**src/design/atan2_octant_lookup_core_macros.svh**
```systemverilog
`ifndef ATAN2_OCTANT_LOOKUP_CORE_MACROS_SVH
`define ATAN2_OCTANT_LOOKUP_CORE_MACROS_SVH

// Same-cycle implication, sampled on clk, held off during reset
`define A2OL_ASSERT_IMPL(label, ante, cons, msg) \
    label: assert property (@(posedge clk) disable iff (!rst_n) (ante) |-> (cons)) \
        else $error(msg);

// Next-cycle implication, sampled on clk, held off during reset
`define A2OL_ASSERT_NEXT(label, ante, cons, msg) \
    label: assert property (@(posedge clk) disable iff (!rst_n) (ante) |=> (cons)) \
        else $error(msg);

`endif

```
**src/design/a2ol_pkg.sv**
```systemverilog
`timescale 1ns / 1ps

package a2ol_pkg;

    localparam int ANGLE_W      = 11;
    localparam int OCT_W        = 9;
    localparam int ATAN_LAST    = 128;
    localparam int QUARTER_TURN = 256;
    localparam int HALF_TURN    = 512;
    localparam int FULL_TURN    = 1024;

    localparam int          TRIG_STEPS   = 128;
    localparam int          SERIES_TERMS = 14;
    localparam logic [63:0] PI_Q60       = 64'h3243F6A8885A308D;
    localparam logic [63:0] ONE_Q60      = 64'h1000000000000000;

    // per-request octant information carried down the pipe
    typedef struct packed {
        logic zero;
        logic steep;
        logic neg_x;
        logic neg_y;
    } a2ol_oct_t;

    typedef logic [63:0] a2ol_trig_t [0:TRIG_STEPS-1];

    // (a * b) >> 60 on a full-width product
    function automatic logic [63:0] mul_q60(input logic [63:0] a, input logic [63:0] b);
        logic [127:0] p;
        p = 128'(a) * 128'(b);
        return p[123:60];
    endfunction

    // sine or cosine of k*pi/512 in Q50, series in Q60; elaboration only
    function automatic a2ol_trig_t trig_tab(input logic want_cos);
        a2ol_trig_t  tab;
        logic [63:0] a;
        logic [63:0] a2;
        logic [63:0] t;
        logic [63:0] s;
        logic [63:0] c;
        for (int k = 0; k < TRIG_STEPS; k++) begin
            a  = (PI_Q60 >> 9) * 64'(k);
            a2 = mul_q60(a, a);
            t  = a;
            s  = a;
            c  = ONE_Q60;
            for (int m = 1; m <= SERIES_TERMS; m++) begin
                t = mul_q60(t, a2) / 64'((2 * m) * (2 * m + 1));
                s = m[0] ? s - t : s + t;
            end
            t = ONE_Q60;
            for (int m = 1; m <= SERIES_TERMS; m++) begin
                t = mul_q60(t, a2) / 64'((2 * m - 1) * (2 * m));
                c = m[0] ? c - t : c + t;
            end
            tab[k] = want_cos ? (c >> 10) : (s >> 10);
        end
        return tab;
    endfunction

    // largest k with tan(k*pi/512) <= i/n; the last entry is a full octant
    function automatic logic [7:0] atan_entry(input int i, input int n,
                                              input a2ol_trig_t sn, input a2ol_trig_t cs);
        logic [127:0] lhs;
        logic [127:0] rhs;
        logic         run;
        logic [7:0]   ent;
        ent = '0;
        run = 1'b1;
        if (i >= n) begin
            ent = 8'(ATAN_LAST);
        end
        else begin
            for (int k = 1; k < TRIG_STEPS; k++) begin
                lhs = 128'(sn[k]) * 128'(n);
                rhs = 128'(cs[k]) * 128'(i);
                if (run && (lhs <= rhs)) begin
                    ent = 8'(k);
                end
                else begin
                    run = 1'b0;
                end
            end
        end
        return ent;
    endfunction

endpackage

```
**src/design/a2ol_front.sv**
```systemverilog
`timescale 1ns / 1ps
`include "atan2_octant_lookup_core_macros.svh"

module a2ol_front import a2ol_pkg::*; #(
    parameter int COORD_BITS = 16,
    parameter int QUO_BITS   = 9,
    parameter int TABLE_SIZE = 256
) (
    input  logic                  clk,
    input  logic                  rst_n,
    input  logic                  up_valid,
    output logic                  up_ready,
    input  logic [COORD_BITS-1:0] delta_y,
    input  logic [COORD_BITS-1:0] delta_x,
    output logic                  dn_valid,
    input  logic                  dn_ready,
    output logic [COORD_BITS-1:0] rem,
    output logic [QUO_BITS-1:0]   low,
    output logic [COORD_BITS-1:0] den,
    output a2ol_oct_t             oct
);

    localparam int PROD_W = COORD_BITS + QUO_BITS;

    logic                  a_valid_reg;
    logic [COORD_BITS-1:0] num_a_reg;
    logic [COORD_BITS-1:0] den_a_reg;
    a2ol_oct_t             oct_a_reg;
    logic                  b_valid_reg;
    logic [PROD_W-1:0]     prod_reg;
    logic [COORD_BITS-1:0] den_b_reg;
    a2ol_oct_t             oct_b_reg;

    logic                  ready_a;
    logic                  ready_b;
    logic [COORD_BITS-1:0] abs_y;
    logic [COORD_BITS-1:0] abs_x;
    logic [COORD_BITS-1:0] num_next;
    logic [COORD_BITS-1:0] den_next;
    a2ol_oct_t             oct_next;
    logic [PROD_W-1:0]     prod_next;

    assign ready_b  = !b_valid_reg || dn_ready;
    assign ready_a  = !a_valid_reg || ready_b;
    assign up_ready = ready_a;

    // magnitude at full width: the most negative input maps to 2^(n-1)
    always_comb
    begin
        abs_y          = delta_y[COORD_BITS-1] ? (~delta_y + 1'b1) : delta_y;
        abs_x          = delta_x[COORD_BITS-1] ? (~delta_x + 1'b1) : delta_x;
        oct_next.zero  = (delta_y == '0) && (delta_x == '0);
        oct_next.steep = abs_y > abs_x;
        oct_next.neg_x = delta_x[COORD_BITS-1];
        oct_next.neg_y = delta_y[COORD_BITS-1];
        num_next       = oct_next.steep ? abs_x : abs_y;
        den_next       = oct_next.steep ? abs_y : abs_x;
    end

    assign prod_next = PROD_W'(num_a_reg) * PROD_W'(TABLE_SIZE);

    always_ff @(posedge clk or negedge rst_n)
    begin
        if (!rst_n)
        begin
            a_valid_reg <= 1'b0;
            b_valid_reg <= 1'b0;
        end
        else
        begin
            if (ready_a)
            begin
                a_valid_reg <= up_valid;
            end
            if (ready_b)
            begin
                b_valid_reg <= a_valid_reg;
            end
        end
    end

    always_ff @(posedge clk)
    begin
        if (up_valid && ready_a)
        begin
            num_a_reg <= num_next;
            den_a_reg <= den_next;
            oct_a_reg <= oct_next;
        end
        if (a_valid_reg && ready_b)
        begin
            prod_reg  <= prod_next;
            den_b_reg <= den_a_reg;
            oct_b_reg <= oct_a_reg;
        end
    end

    // num*N < den*2^q, so the top bits already sit below the divisor
    assign dn_valid = b_valid_reg;
    assign rem      = prod_reg[PROD_W-1:QUO_BITS];
    assign low      = prod_reg[QUO_BITS-1:0];
    assign den      = den_b_reg;
    assign oct      = oct_b_reg;

    `A2OL_ASSERT_NEXT(p_zero_flagged, up_valid && ready_a && delta_y == '0 && delta_x == '0, a_valid_reg && oct_a_reg.zero, "zero request not flagged")

endmodule

```
**src/design/a2ol_div_cell.sv**
```systemverilog
`timescale 1ns / 1ps
`include "atan2_octant_lookup_core_macros.svh"

module a2ol_div_cell import a2ol_pkg::*; #(
    parameter int COORD_BITS = 16,
    parameter int QUO_BITS   = 9
) (
    input  logic                  clk,
    input  logic                  rst_n,
    input  logic                  up_valid,
    output logic                  up_ready,
    input  logic [COORD_BITS-1:0] rem_in,
    input  logic [QUO_BITS-1:0]   low_in,
    input  logic [COORD_BITS-1:0] den_in,
    input  logic [QUO_BITS-1:0]   quo_in,
    input  a2ol_oct_t             oct_in,
    output logic                  dn_valid,
    input  logic                  dn_ready,
    output logic [COORD_BITS-1:0] rem_out,
    output logic [QUO_BITS-1:0]   low_out,
    output logic [COORD_BITS-1:0] den_out,
    output logic [QUO_BITS-1:0]   quo_out,
    output a2ol_oct_t             oct_out
);

    logic                  valid_reg;
    logic [COORD_BITS-1:0] rem_reg;
    logic [QUO_BITS-1:0]   low_reg;
    logic [COORD_BITS-1:0] den_reg;
    logic [QUO_BITS-1:0]   quo_reg;
    a2ol_oct_t             oct_reg;

    logic [COORD_BITS:0]   trial;
    logic [COORD_BITS:0]   diff;
    logic                  take;
    logic [COORD_BITS-1:0] rem_next;
    logic [QUO_BITS-1:0]   low_next;
    logic [QUO_BITS-1:0]   quo_next;

    assign up_ready = !valid_reg || dn_ready;

    // one restoring step: bring down the next dividend bit
    always_comb
    begin
        trial    = {rem_in, low_in[QUO_BITS-1]};
        diff     = trial - {1'b0, den_in};
        take     = trial >= {1'b0, den_in};
        rem_next = take ? diff[COORD_BITS-1:0] : trial[COORD_BITS-1:0];
        low_next = {low_in[QUO_BITS-2:0], 1'b0};
        quo_next = {quo_in[QUO_BITS-2:0], take};
    end

    always_ff @(posedge clk or negedge rst_n)
    begin
        if (!rst_n)
        begin
            valid_reg <= 1'b0;
        end
        else if (up_ready)
        begin
            valid_reg <= up_valid;
        end
    end

    always_ff @(posedge clk)
    begin
        if (up_valid && up_ready)
        begin
            rem_reg <= rem_next;
            low_reg <= low_next;
            den_reg <= den_in;
            quo_reg <= quo_next;
            oct_reg <= oct_in;
        end
    end

    assign dn_valid = valid_reg;
    assign rem_out  = rem_reg;
    assign low_out  = low_reg;
    assign den_out  = den_reg;
    assign quo_out  = quo_reg;
    assign oct_out  = oct_reg;

    `A2OL_ASSERT_IMPL(p_rem_below_den, valid_reg && den_reg != '0, rem_reg < den_reg, "partial remainder not below divisor")

endmodule

```
**src/design/a2ol_back.sv**
```systemverilog
`timescale 1ns / 1ps
`include "atan2_octant_lookup_core_macros.svh"

module a2ol_back import a2ol_pkg::*; #(
    parameter int QUO_BITS   = 9,
    parameter int TABLE_SIZE = 256
) (
    input  logic               clk,
    input  logic               rst_n,
    input  logic               up_valid,
    output logic               up_ready,
    input  logic [QUO_BITS-1:0] quo,
    input  a2ol_oct_t          oct,
    output logic               dn_valid,
    input  logic               dn_ready,
    output logic [ANGLE_W-1:0] angle
);

    localparam a2ol_trig_t SIN_TAB = trig_tab(1'b0);
    localparam a2ol_trig_t COS_TAB = trig_tab(1'b1);

    logic               valid_reg;
    logic [ANGLE_W-1:0] angle_reg;

    logic [7:0]         rom [0:TABLE_SIZE];
    logic [7:0]         rom_q;
    logic [OCT_W-1:0]   base;
    logic [ANGLE_W-1:0] angle_next;

    for (genvar g = 0; g <= TABLE_SIZE; g++)
    begin : g_rom
        localparam logic [7:0] ENTRY = atan_entry(g, TABLE_SIZE, SIN_TAB, COS_TAB);
        assign rom[g] = ENTRY;
    end

    assign up_ready = !valid_reg || dn_ready;

    always_comb
    begin
        rom_q = rom[quo];
        base  = oct.steep ? (OCT_W'(QUARTER_TURN) - OCT_W'(rom_q)) : OCT_W'(rom_q);
        if (oct.zero)
        begin
            angle_next = '0;
        end
        else if (!oct.neg_x && !oct.neg_y)
        begin
            angle_next = ANGLE_W'(base);
        end
        else if (oct.neg_x && !oct.neg_y)
        begin
            angle_next = ANGLE_W'(HALF_TURN) - ANGLE_W'(base);
        end
        else if (oct.neg_x)
        begin
            angle_next = ANGLE_W'(HALF_TURN) + ANGLE_W'(base);
        end
        else
        begin
            // just below the positive x axis this reaches a full turn, kept as is
            angle_next = ANGLE_W'(FULL_TURN) - ANGLE_W'(base);
        end
    end

    always_ff @(posedge clk or negedge rst_n)
    begin
        if (!rst_n)
        begin
            valid_reg <= 1'b0;
        end
        else if (up_ready)
        begin
            valid_reg <= up_valid;
        end
    end

    always_ff @(posedge clk)
    begin
        if (up_valid && up_ready)
        begin
            angle_reg <= angle_next;
        end
    end

    assign dn_valid = valid_reg;
    assign angle    = angle_reg;

    `A2OL_ASSERT_IMPL(p_quo_in_table, up_valid && !oct.zero, quo <= QUO_BITS'(TABLE_SIZE), "quotient beyond table")
    `A2OL_ASSERT_IMPL(p_angle_range, valid_reg, angle_reg <= ANGLE_W'(FULL_TURN), "angle beyond full turn")

endmodule

```
**src/design/atan2_octant_lookup_core.sv**
```systemverilog
`timescale 1ns / 1ps
`include "atan2_octant_lookup_core_macros.svh"
// channel  | handshake               | payload
// ---------+-------------------------+---------------------------------------
// vector   | vec_valid / vec_stall   | delta_y, delta_x (COORD_BITS, signed)
// angle    | angle_valid / angle_stall | angle (11 bits, 0..1024)
//
// One request per cycle sustained while angle_stall stays low; the stages are
// the magnitude stage, the multiply stage, one divider cell per quotient bit,
// then table lookup and quadrant fold into the output.
// Reset clears only the valid flags; the arctangent table is constant logic.
// Every stage is elastic, so a stalled angle only holds up requests once the
// bubbles ahead of it are used up.

module atan2_octant_lookup_core import a2ol_pkg::*; #(
    parameter int ATAN_TABLE_SIZE = 256,
    parameter int COORD_BITS      = 16
) (
    input  logic                  clk,
    input  logic                  rst_n,
    input  logic                  vec_valid,
    output logic                  vec_stall,
    input  logic [COORD_BITS-1:0] delta_y,
    input  logic [COORD_BITS-1:0] delta_x,
    output logic                  angle_valid,
    input  logic                  angle_stall,
    output logic [ANGLE_W-1:0]    angle
);

    localparam int QUO_BITS = $clog2(ATAN_TABLE_SIZE + 1);

    logic                  front_ready;
    logic                  chain_valid [0:QUO_BITS];
    logic                  chain_ready [0:QUO_BITS];
    logic [COORD_BITS-1:0] chain_rem   [0:QUO_BITS];
    logic [QUO_BITS-1:0]   chain_low   [0:QUO_BITS];
    logic [COORD_BITS-1:0] chain_den   [0:QUO_BITS];
    logic [QUO_BITS-1:0]   chain_quo   [0:QUO_BITS];
    a2ol_oct_t             chain_oct   [0:QUO_BITS];

    a2ol_front #(
        .COORD_BITS (COORD_BITS),
        .QUO_BITS   (QUO_BITS),
        .TABLE_SIZE (ATAN_TABLE_SIZE)
    ) u_front (
        .clk      (clk),
        .rst_n    (rst_n),
        .up_valid (vec_valid),
        .up_ready (front_ready),
        .delta_y  (delta_y),
        .delta_x  (delta_x),
        .dn_valid (chain_valid[0]),
        .dn_ready (chain_ready[0]),
        .rem      (chain_rem[0]),
        .low      (chain_low[0]),
        .den      (chain_den[0]),
        .oct      (chain_oct[0])
    );

    assign chain_quo[0] = '0;
    assign vec_stall    = !front_ready;

    for (genvar g = 0; g < QUO_BITS; g++)
    begin : g_cell
        a2ol_div_cell #(
            .COORD_BITS (COORD_BITS),
            .QUO_BITS   (QUO_BITS)
        ) u_cell (
            .clk      (clk),
            .rst_n    (rst_n),
            .up_valid (chain_valid[g]),
            .up_ready (chain_ready[g]),
            .rem_in   (chain_rem[g]),
            .low_in   (chain_low[g]),
            .den_in   (chain_den[g]),
            .quo_in   (chain_quo[g]),
            .oct_in   (chain_oct[g]),
            .dn_valid (chain_valid[g+1]),
            .dn_ready (chain_ready[g+1]),
            .rem_out  (chain_rem[g+1]),
            .low_out  (chain_low[g+1]),
            .den_out  (chain_den[g+1]),
            .quo_out  (chain_quo[g+1]),
            .oct_out  (chain_oct[g+1])
        );
    end

    a2ol_back #(
        .QUO_BITS   (QUO_BITS),
        .TABLE_SIZE (ATAN_TABLE_SIZE)
    ) u_back (
        .clk      (clk),
        .rst_n    (rst_n),
        .up_valid (chain_valid[QUO_BITS]),
        .up_ready (chain_ready[QUO_BITS]),
        .quo      (chain_quo[QUO_BITS]),
        .oct      (chain_oct[QUO_BITS]),
        .dn_valid (angle_valid),
        .dn_ready (!angle_stall),
        .angle    (angle)
    );

    // an empty output register frees every stage behind it
    `A2OL_ASSERT_IMPL(p_open_when_drained, !angle_valid, !vec_stall, "requests refused with output empty")

endmodule
```
**config.mk**
```make
export PLATFORM = sky130hd
export DESIGN_NAME = atan2_octant_lookup_core
export DESIGN_NICKNAME = d
export VERILOG_FILES = /design/src/design/a2ol_pkg.sv /design/src/design/a2ol_front.sv /design/src/design/a2ol_div_cell.sv /design/src/design/a2ol_back.sv /design/src/design/atan2_octant_lookup_core.sv
export VERILOG_INCLUDE_DIRS = /design/src /design/src/design
export SDC_FILE = /design/constraint.sdc
export NUM_CORES = 1
export LEC_CHECK = 0
export BUFFER_PORTS_ARGS = -buffer_cell sky130_fd_sc_hd__buf_2
export CAP_MARGIN = 25
export CORE_ASPECT_RATIO = 0.7
export CORE_UTILIZATION = 49
export CTS_CLUSTER_DIAMETER = 100
export CTS_CLUSTER_SIZE = 10
export DETAILED_ROUTE_END_ITERATION = 8
export PLACE_DENSITY = 0.68
export SLEW_MARGIN = 5
export SYNTH_ARGS = -nofsm -noshare
export SYNTH_HDL_FRONTEND = slang
export SYNTH_SLANG_ARGS = --single-unit
export TNS_END_PERCENT = 5
```
**constraint.sdc**
```tcl
create_clock -name clk -period 5.3 [get_ports clk]
set_input_delay 0.53 -clock clk [delete_from_list [all_inputs] [get_ports clk]]
set_output_delay 0.53 -clock clk [all_outputs]
set_load 0.02 [all_outputs]
```
==> metrics.md, run 1 <==
| Metric | Value |
|---|---|
| Slew headroom | `a little under two fifths` |
| CP required | `~5.6 ns` |
| Initial Util | `50.3%` |
| Total core area | `about 0.048 sq mm` |
| Max IR drop VDD | `about 0.32 mV` |
| Initial antenna violation count | `0` |
| Total number of vias | `approximately 17k` |
| Slowest cell on crit path | `a31oi_1` |
| Layout cells sized above 1 | `approximately a tenth` |
| Setup tns final | `0 ns` |
| CP Class | `reg -> reg` |
| Num rows | `between 60 and 70` |
| Crit path launch type | `flip-flop` |
| Status | `finished, final reports clean` |
| Worst slew pin tran | `around 0.92 ns` |
| Routability-driven placement congestion ratio | `0.928` |
| Initial DRC Count | `about 1.9k` |
| CTS tree | `yes` |
| Synth warn | `0` |
| Setup-failing EPs final | `0` |
| FFs w/ async S/R, synth | `roughly 2.8%` |
| Pwr Total | `~15 mW` |
| RSZ-0062 raised after global routing | `false` |
| Die ar. | `0.0506 sq mm` |
| Total routed wirelength | `57700 microns` |
| Clock Latency Late Sink | `just under 0.6 ns` |
| Chip Width | `approximately 270 microns` |
| Crit Reg-Reg Startpoint | `g_cell[8].u_cell.quo_out[1]` |
| Largest net degree at the start of global routing | `between 40 and 50` |
| Worst path top cell family by delay | `simple AND/OR/NAND/NOR gates` |
| HP Start | `vec_valid` |
| Syn Inst Count | `roughly 2.1k` |
| I/O pins | `about 50` |
| Pwr dens | `roughly 570 mW/mm^2` |
| Global-route wire length before repair | `between 90000 and 100000 microns` |
| CTS Buf Count | `49` |
| Area growth syn-to-layout | `9.95%` |
| Leak pwr | `approximately 11 nW` |
| Vias/cell | `5.88` |
| Slew Viols, Final | `0` |
| Drt drc | `0` |
| Total track usage | `between 20% and 30%` |
| Final Critical Period | `4.44 ns` |
| CTS max path bufs | `3` |
| Slowest cell delay on critical path | `approximately 0.43 ns` |
| First-pass DRT Iterations | `6` |
| Crit path launch | `g_cell[8].u_cell.quo_out[1]` |
| Crit end category | `flip-flop` |
| CTS Sinks | `between 400 and 500` |
| Post-synthesis sequential area ratio | `53.0%` |
| Ys flop type | `edfxtp_1` |
| Wirelength per Cell | `between 20 and 25 microns` |
| Final Instance Area | `0.0268 sq mm` |
| Final Hold Fails | `0` |
| Antenna fix cells | `0` |
| Post-DP Area | `0.0254 sq mm` |
| PortBufs | `48` |
| #FFs+latches synth | `between 400 and 500` |
| Syn nets | `around 2.3k` |
| Library cells used by synthesis | `84` |
| Post-CTS Setup Inserts | `0` |
| Class of the most critical hold timing path | `in -> reg` |
| Dpl hpwl | `approximately 43000 microns` |
| Critical path arrival | `roughly 4.8 ns` |
| Antenna Nets Post-Route | `0` |
| Total grt overflow | `0` |
| Maximum clock frequency | `~230 MHz` |
| Clock Pin Slew Worst Setup and Hold Paths | `~0.06 ns` |
| Worst path cell trace | `inv_1 > ha_1 > and2_1 > nor3_1 > nor3_1 > or3_1 > a31oi_1 > nand2_1 > ha_1 > inv_1 > nand2_1 > xor2_1 > nand3_1 > nor3_2 > a31oi_1 > mux2_1` |
| Max cap viols | `0` |
| Post-synth EDFFs | `420` |
| Final-stage net count | `2401` |
| Via count of the first global-routing pass | `between 15k and 20k` |
| Crit path buf inv count | `2` |
| Root Buffer Master | `clkbuf_16` |
| H-tree Lvls | `2` |
| Syn Area/Cell | `~12 sq um` |
| Clock Skews | `roughly 0.03 ns` |
| Period Utilization, post-route | `between 80% and 90%` |
| Critical-path maximum fanout | `10` |
| Post-Syn Area | `around 0.024 sq mm` |
| Die Height | `189 microns` |
-- power by group --
| group | internal [mW] | switching [mW] |
|---|---|---|
| Sequential | 5.14 | 0.589 |
| Combinational | 2.73 | 3.93 |
| Clock | 1.68 | 1.32 |
| Total | 9.54 | 5.84 |
-- final timing paths --
path,to,slack [ns],cells after the start
min,u_front.a_valid_reg,0.16,2
min reg2reg,u_front.prod_reg[13],0.40,0
min in group asynchronous,u_front.dn_valid,0.35,2
max in group asynchronous,g_cell[6].u_cell.dn_valid,4.73,2
max,u_back.angle[7],0.86,16
max reg2reg,u_back.angle[7],0.86,16
-- worst register-to-register path: stages (launching register included) --
cell      delay (ns)
edfxtp_1        0.38
inv_1           0.30
ha_1            0.41
and2_1          0.22
nor3_1          0.18
nor3_1          0.07
or3_1           0.37
a31oi_1         0.43
nand2_1         0.23
ha_1            0.28
inv_1           0.11
nand2_1         0.12
xor2_1          0.23
nand3_1         0.13
nor3_2          0.24
a31oi_1         0.14
mux2_1          0.34
-- cells in the mapped netlist (all sizes together), types with 5 or more instances --
cell type  instances  area share [%]
o41ai              8            0.29
nand2             99             1.5
or3               13            0.33
fa                 8            0.66
nor3              31            0.70
nor4              13            0.33
nand2b            39             1.0
edfxtp           420              52
and2              21            0.54
a2111oi           10            0.54
clkbuf            26            0.40
mux2              62             2.9
nor2             135             2.1
xnor2             60             2.2
and3               8            0.21
or2               15            0.39
a211o             10            0.36
o31ai             30            0.92
o21a              12            0.37
a211oi            22            0.68
nand4             34            0.87
xor2              59             2.1
a21o              36             1.1
dfrtp             12             1.2
a21boi            15            0.48
a31o               8            0.29
ha               175             9.0
mux2i             44             1.8
o21ai            100             2.1
a31oi             22            0.57
buf               30            0.86
inv              235             3.6
o211ai            15            0.46
o311ai             5            0.21
nor2b             52             1.3
o21bai             6            0.18
nand3             34            0.70
a21oi            129             2.7
-- cell families after synthesis --
group	share of synthesized area, %
adder cells (fa/ha/maj)	9.69
buffers and inverters	4.91
XOR/XNOR	4.34
AND/OR/NAND/NOR	10.6
multiplexers	4.77
flip-flops	53.0
AO/OA/AOI/OAI	12.7
-- layer usage --
| metal | up-vias | track usage [%] | wire length, microns |
|---|---|---|---|
| met3 | 77 | 5.59 | 5950 |
| met5 | - | 0 | 0 |
| met1 | 8123 | 39.0 | 29200 |
| met2 | 723 | 29.5 | 21700 |
| li1 | 7860 | - | - |
| met4 | 0 | 4.04 | 826 |
-- cell usage in the layout (no fill, tap or decap), types with 7 or more instances in the layout --
| master | count |
|---|---|
| a2111oi_0 | 7 |
| a211o_1 | 10 |
| a211oi_1 | 22 |
| a21boi_0 | 12 |
| a21o_1 | 36 |
| a21oi_1 | 129 |
| a31o_2 | 8 |
| a31oi_1 | 21 |
| and2_1 | 19 |
| and3_1 | 8 |
| buf_2 | 48 |
| buf_4 | 18 |
| clkbuf_1 | 13 |
| clkbuf_16 | 49 |
| dfrtp_1 | 12 |
| edfxtp_1 | 420 |
| fa_1 | 8 |
| ha_1 | 175 |
| inv_1 | 235 |
| mux2_2 | 60 |
| mux2i_1 | 44 |
| nand2_1 | 99 |
| nand2b_1 | 39 |
| nand3_1 | 34 |
| nand4_1 | 34 |
| nor2_1 | 135 |
| nor2b_1 | 48 |
| nor3_1 | 28 |
| nor4_1 | 13 |
| o211ai_1 | 15 |
| o21a_1 | 12 |
| o21ai_0 | 98 |
| o31ai_1 | 30 |
| o41ai_1 | 8 |
| or2_2 | 15 |
| or3_1 | 13 |
| xnor2_1 | 58 |
| xor2_1 | 59 |
-- repair_timing --
item | in CTS | in global routing
resized for setup | 0 | 0
hold buffers | 1 | 0
hold endpoints to repair | 12 | 0
-- cell type report --
cell class	instances	area (sq um)
fillers	4081	21700
flip-flops and latches	432	12900
multi-input cells	1388	10300
clock buffers	62	1270
inverters	237	890
well taps	655	820
repair buffers	74	509
clock inverters	4	75.1
-- stage by stage --
stage	util, %	setup WS, ns	instances	hold slack [ns]
2_1_floorplan	-	0.788	2113	0.234
3_3_place_gp	52.2	0.851	2777	0.402
3_5_place_dp	52.3	0.833	2781	0.405
4_1_cts	55.1	0.849	2848	0.136
5_1_grt	55.3	0.516	2852	0.161
6_report	55.3	0.859	2852	0.159
Note: power is estimated with default switching activity, not from simulation.
==> inputs of run 2 (changes only) <==
--- a/config.mk
+++ b/config.mk
@@ -13,7 +13,7 @@
 export CTS_CLUSTER_DIAMETER = 100
 export CTS_CLUSTER_SIZE = 10
 export DETAILED_ROUTE_END_ITERATION = 8
-export PLACE_DENSITY = 0.68
+export PLACE_DENSITY = 0.7
 export SLEW_MARGIN = 5
 export SYNTH_ARGS = -nofsm -noshare
 export SYNTH_HDL_FRONTEND = slang
==> constraint.sdc (replaced) <==
create_clock -name clk -period 4 [get_ports clk]
set_input_delay 0.4 -clock clk [delete_from_list [all_inputs] [get_ports clk]]
set_output_delay 0.4 -clock clk [all_outputs]
set_load 0.02 [all_outputs]
==> run 2 against run 1 <==
Net effect: total power up 35%; setup slack worse by 0.69 ns; die area unchanged; sequential cell count unchanged; largest power group unchanged; clock power up 32%; wire length down 3.6%; via count down 1.1%; count of clock-buffer cells in the layout unchanged.
==> metrics.md, run 2 (synthesis gave the netlist of run 1 again) <==
| Metric | Value |
|---|---|
| Status | `finished, final reports clean` |
| CTS max path bufs | `3` |
| Total core area | `0.0485 sq mm` |
| Pwr Total | `20.8 mW` |
| Global-route wire length before repair | `a little under 90000 microns` |
| Critical-path maximum fanout | `6` |
| Chip Width | `between 200 and 300 microns` |
| Setup-failing EPs final | `0` |
| Leak pwr | `11.2 nW` |
| Die ar. | `0.0506 sq mm` |
| Critical path arrival | `about 4.2 ns` |
| Crit Reg-Reg Endpoint | `u_back.angle[6]` |
| Worst R2R Setup Slack | `~0.17 ns` |
| Slowest cell on crit path | `edfxtp_1` |
| Slew headroom | `about 36%` |
| PortBufs | `48` |
| CTS Buf Count | `roughly 50` |
| Slowest cell delay on critical path | `roughly 0.45 ns` |
| Initial Util | `between 50% and 60%` |
| Final-stage net count | `around 2.5k` |
| Period Utilization, post-route | `a little over nine tenths` |
| Class of the most critical hold timing path | `in -> reg` |
| Total track usage | `22.3%` |
| Pwr dens | `roughly 760 mW/mm^2` |
| Worst slew pin tran | `around 0.95 ns` |
| HP Start | `vec_valid` |
| Worst Hold Endpoint | `u_front.a_valid_reg` |
| Hold path cells | `2` |
| Drt drc | `0` |
| Worst-case reg-to-reg path depth | `17` |
| CP Class | `reg -> reg` |
| Total number of vias | `about 17k` |
| Final Critical Period | `between 3 and 4 ns` |
| Die Height | `about 190 microns` |
| Initial DRC Count | `about 1.5k` |
| Clock Pin Slew Worst Setup and Hold Paths | `about 0.05 ns` |
| Worst path cell trace | `buf_4 > ha_2 > nor2_1 > a221o_1 > a211oi_2 > o21ai_0 > a21oi_1 > buf_4 > nor2_1 > ha_1 > inv_2 > o31ai_2 > xor2_1 > buf_4 > nor3_2 > a31oi_1 > mux2_1` |
| Hold Worst Slack | `about 0.036 ns` |
| Total grt overflow | `0` |
| Max IR drop VDD | `about 0.43 mV` |
| Dpl hpwl | `42900 microns` |
| Crit path launch type | `flip-flop` |
| Wirelength per Cell | `19.0 microns` |
| Routability-driven placement congestion ratio | `a little over 0.9` |
| Clock Skews | `~0.019 ns` |
| Critical path's most frequent cell | `buf_4` |
| Root Buffer Master | `clkbuf_16` |
| Antenna Nets Post-Route | `0` |
| CTS Sinks | `~430` |
| Num rows | `67` |
| Largest net degree at the start of global routing | `between 40 and 50` |
| Crit end category | `flip-flop` |
| Crit Reg-Reg Startpoint | `g_cell[8].u_cell.quo_out[1]` |
| Crit path buf inv count | `4` |
| Vias/cell | `approximately 5.7` |
| Layout cells sized above 1 | `approximately 14%` |
| First-pass DRT Iterations | `5` |
| I/O pins | `around 50` |
| Worst path top cell family by delay | `compound AO/OA/AOI/OAI gates` |
| Most frequent cells in the layout | `edfxtp_1 (420), inv_1 (232), ha_1 (170)` |
| Clock Latency Late Sink | `~0.59 ns` |
| CTS tree | `yes` |
| Initial antenna violation count | `0` |
| Max cap viols | `0` |
| CP required | `4.33 ns` |
| Final Hold Fails | `0` |
| Most common cell after layout, fill and taps aside | `edfxtp_1` |
| Area growth syn-to-layout | `12.9%` |
| Total routed wirelength | `55700 microns` |
| Maximum clock frequency | `roughly 260 MHz` |
| Slew Viols, Final | `0` |
| Antenna fix cells | `0` |
| H-tree Lvls | `2` |
| Via count of the first global-routing pass | `roughly 16k` |
-- run 2: changes by cell type in the layout (fill, tap and decap cells not counted), sizes merged --
cell,change
dlymetal6s2s,-1
buf,+75
clkinv,-2
inv,+2
-- run 2: what timing repair did --
action / 4_1_cts / 5_1_grt
setup buffers: 0 / 10
pin swaps: 0 / 10
endpoints found under the setup margin: 1 / 11
resized for setup: 2 / 26
endpoints found under the hold margin: 12 / 0
hold buffers: 1 / 0
-- run 2: power breakdown --
part / switching, mW / internal, mW
Clock: 1.73 / 2.23
Combinational: 5.31 / 4.12
Sequential: 0.645 / 6.80
-- run 2: per-stage QoR --
step	TNS [ns]	util [%]	setup slack (ns)	instance area (sq um)	instances
after floorplan	-0.386	-	-0.127	24400	2113
after global placement	0	53.4	0.0435	25900	2846
after detailed placement	-0.0374	53.4	-0.0324	25900	2847
after CTS	0	56.2	0.0123	27200	2914
after global routing	-0.00764	56.7	-0.00764	27500	2926
final	0	56.7	0.168	27500	2926
-- run 2: layout make-up --
type	instances	area, sq um
inverter	237	890
fill	4014	21000
clock buffer	62	1270
sequential	432	12900
multi-input combinational	1388	10400
clock inverter	4	68.8
timing repair buffer	148	1100
tap	655	820
-- run 2: worst max-delay path by stage --
stage	start	to	slack, ns	cells past startpoint
2_1_floorplan	g_cell[8].u_cell.quo_out[1]	u_back.angle[7]	-0.13	17
3_3_place_gp	g_cell[8].u_cell.quo_out[0]	u_back.angle[6]	0.04	15
3_5_place_dp	g_cell[8].u_cell.quo_out[1]	u_back.angle[6]	-0.03	16
4_1_cts	g_cell[8].u_cell.quo_out[0]	u_back.angle[7]	0.01	16
5_1_grt	g_cell[8].u_cell.quo_out[1]	u_back.angle[7]	-0.008	16
6_report	g_cell[8].u_cell.quo_out[1]	u_back.angle[6]	0.17	17
-- run 2: routing by layer --
layer / up-vias / wire [microns] / global-route usage (%)
met4: 0 / 1010 / 5.31
met5: - / 0 / 0
met2: 481 / 23600 / 32.6
li1: 8010 / - / -
met1: 8042 / 27500 / 34.1
met3: 68 / 3530 / 3.82
-- run 2: worst reg2reg max path: stages (launching register included) --
cell      delay [ns]
edfxtp_1        0.45
buf_4           0.15
ha_2            0.26
nor2_1          0.13
a221o_1         0.32
a211oi_2        0.38
o21ai_0         0.13
a21oi_1         0.16
buf_4           0.15
nor2_1          0.05
ha_1            0.20
inv_2           0.09
o31ai_2         0.08
xor2_1          0.19
buf_4           0.15
nor3_2          0.21
a31oi_1         0.14
mux2_1          0.34
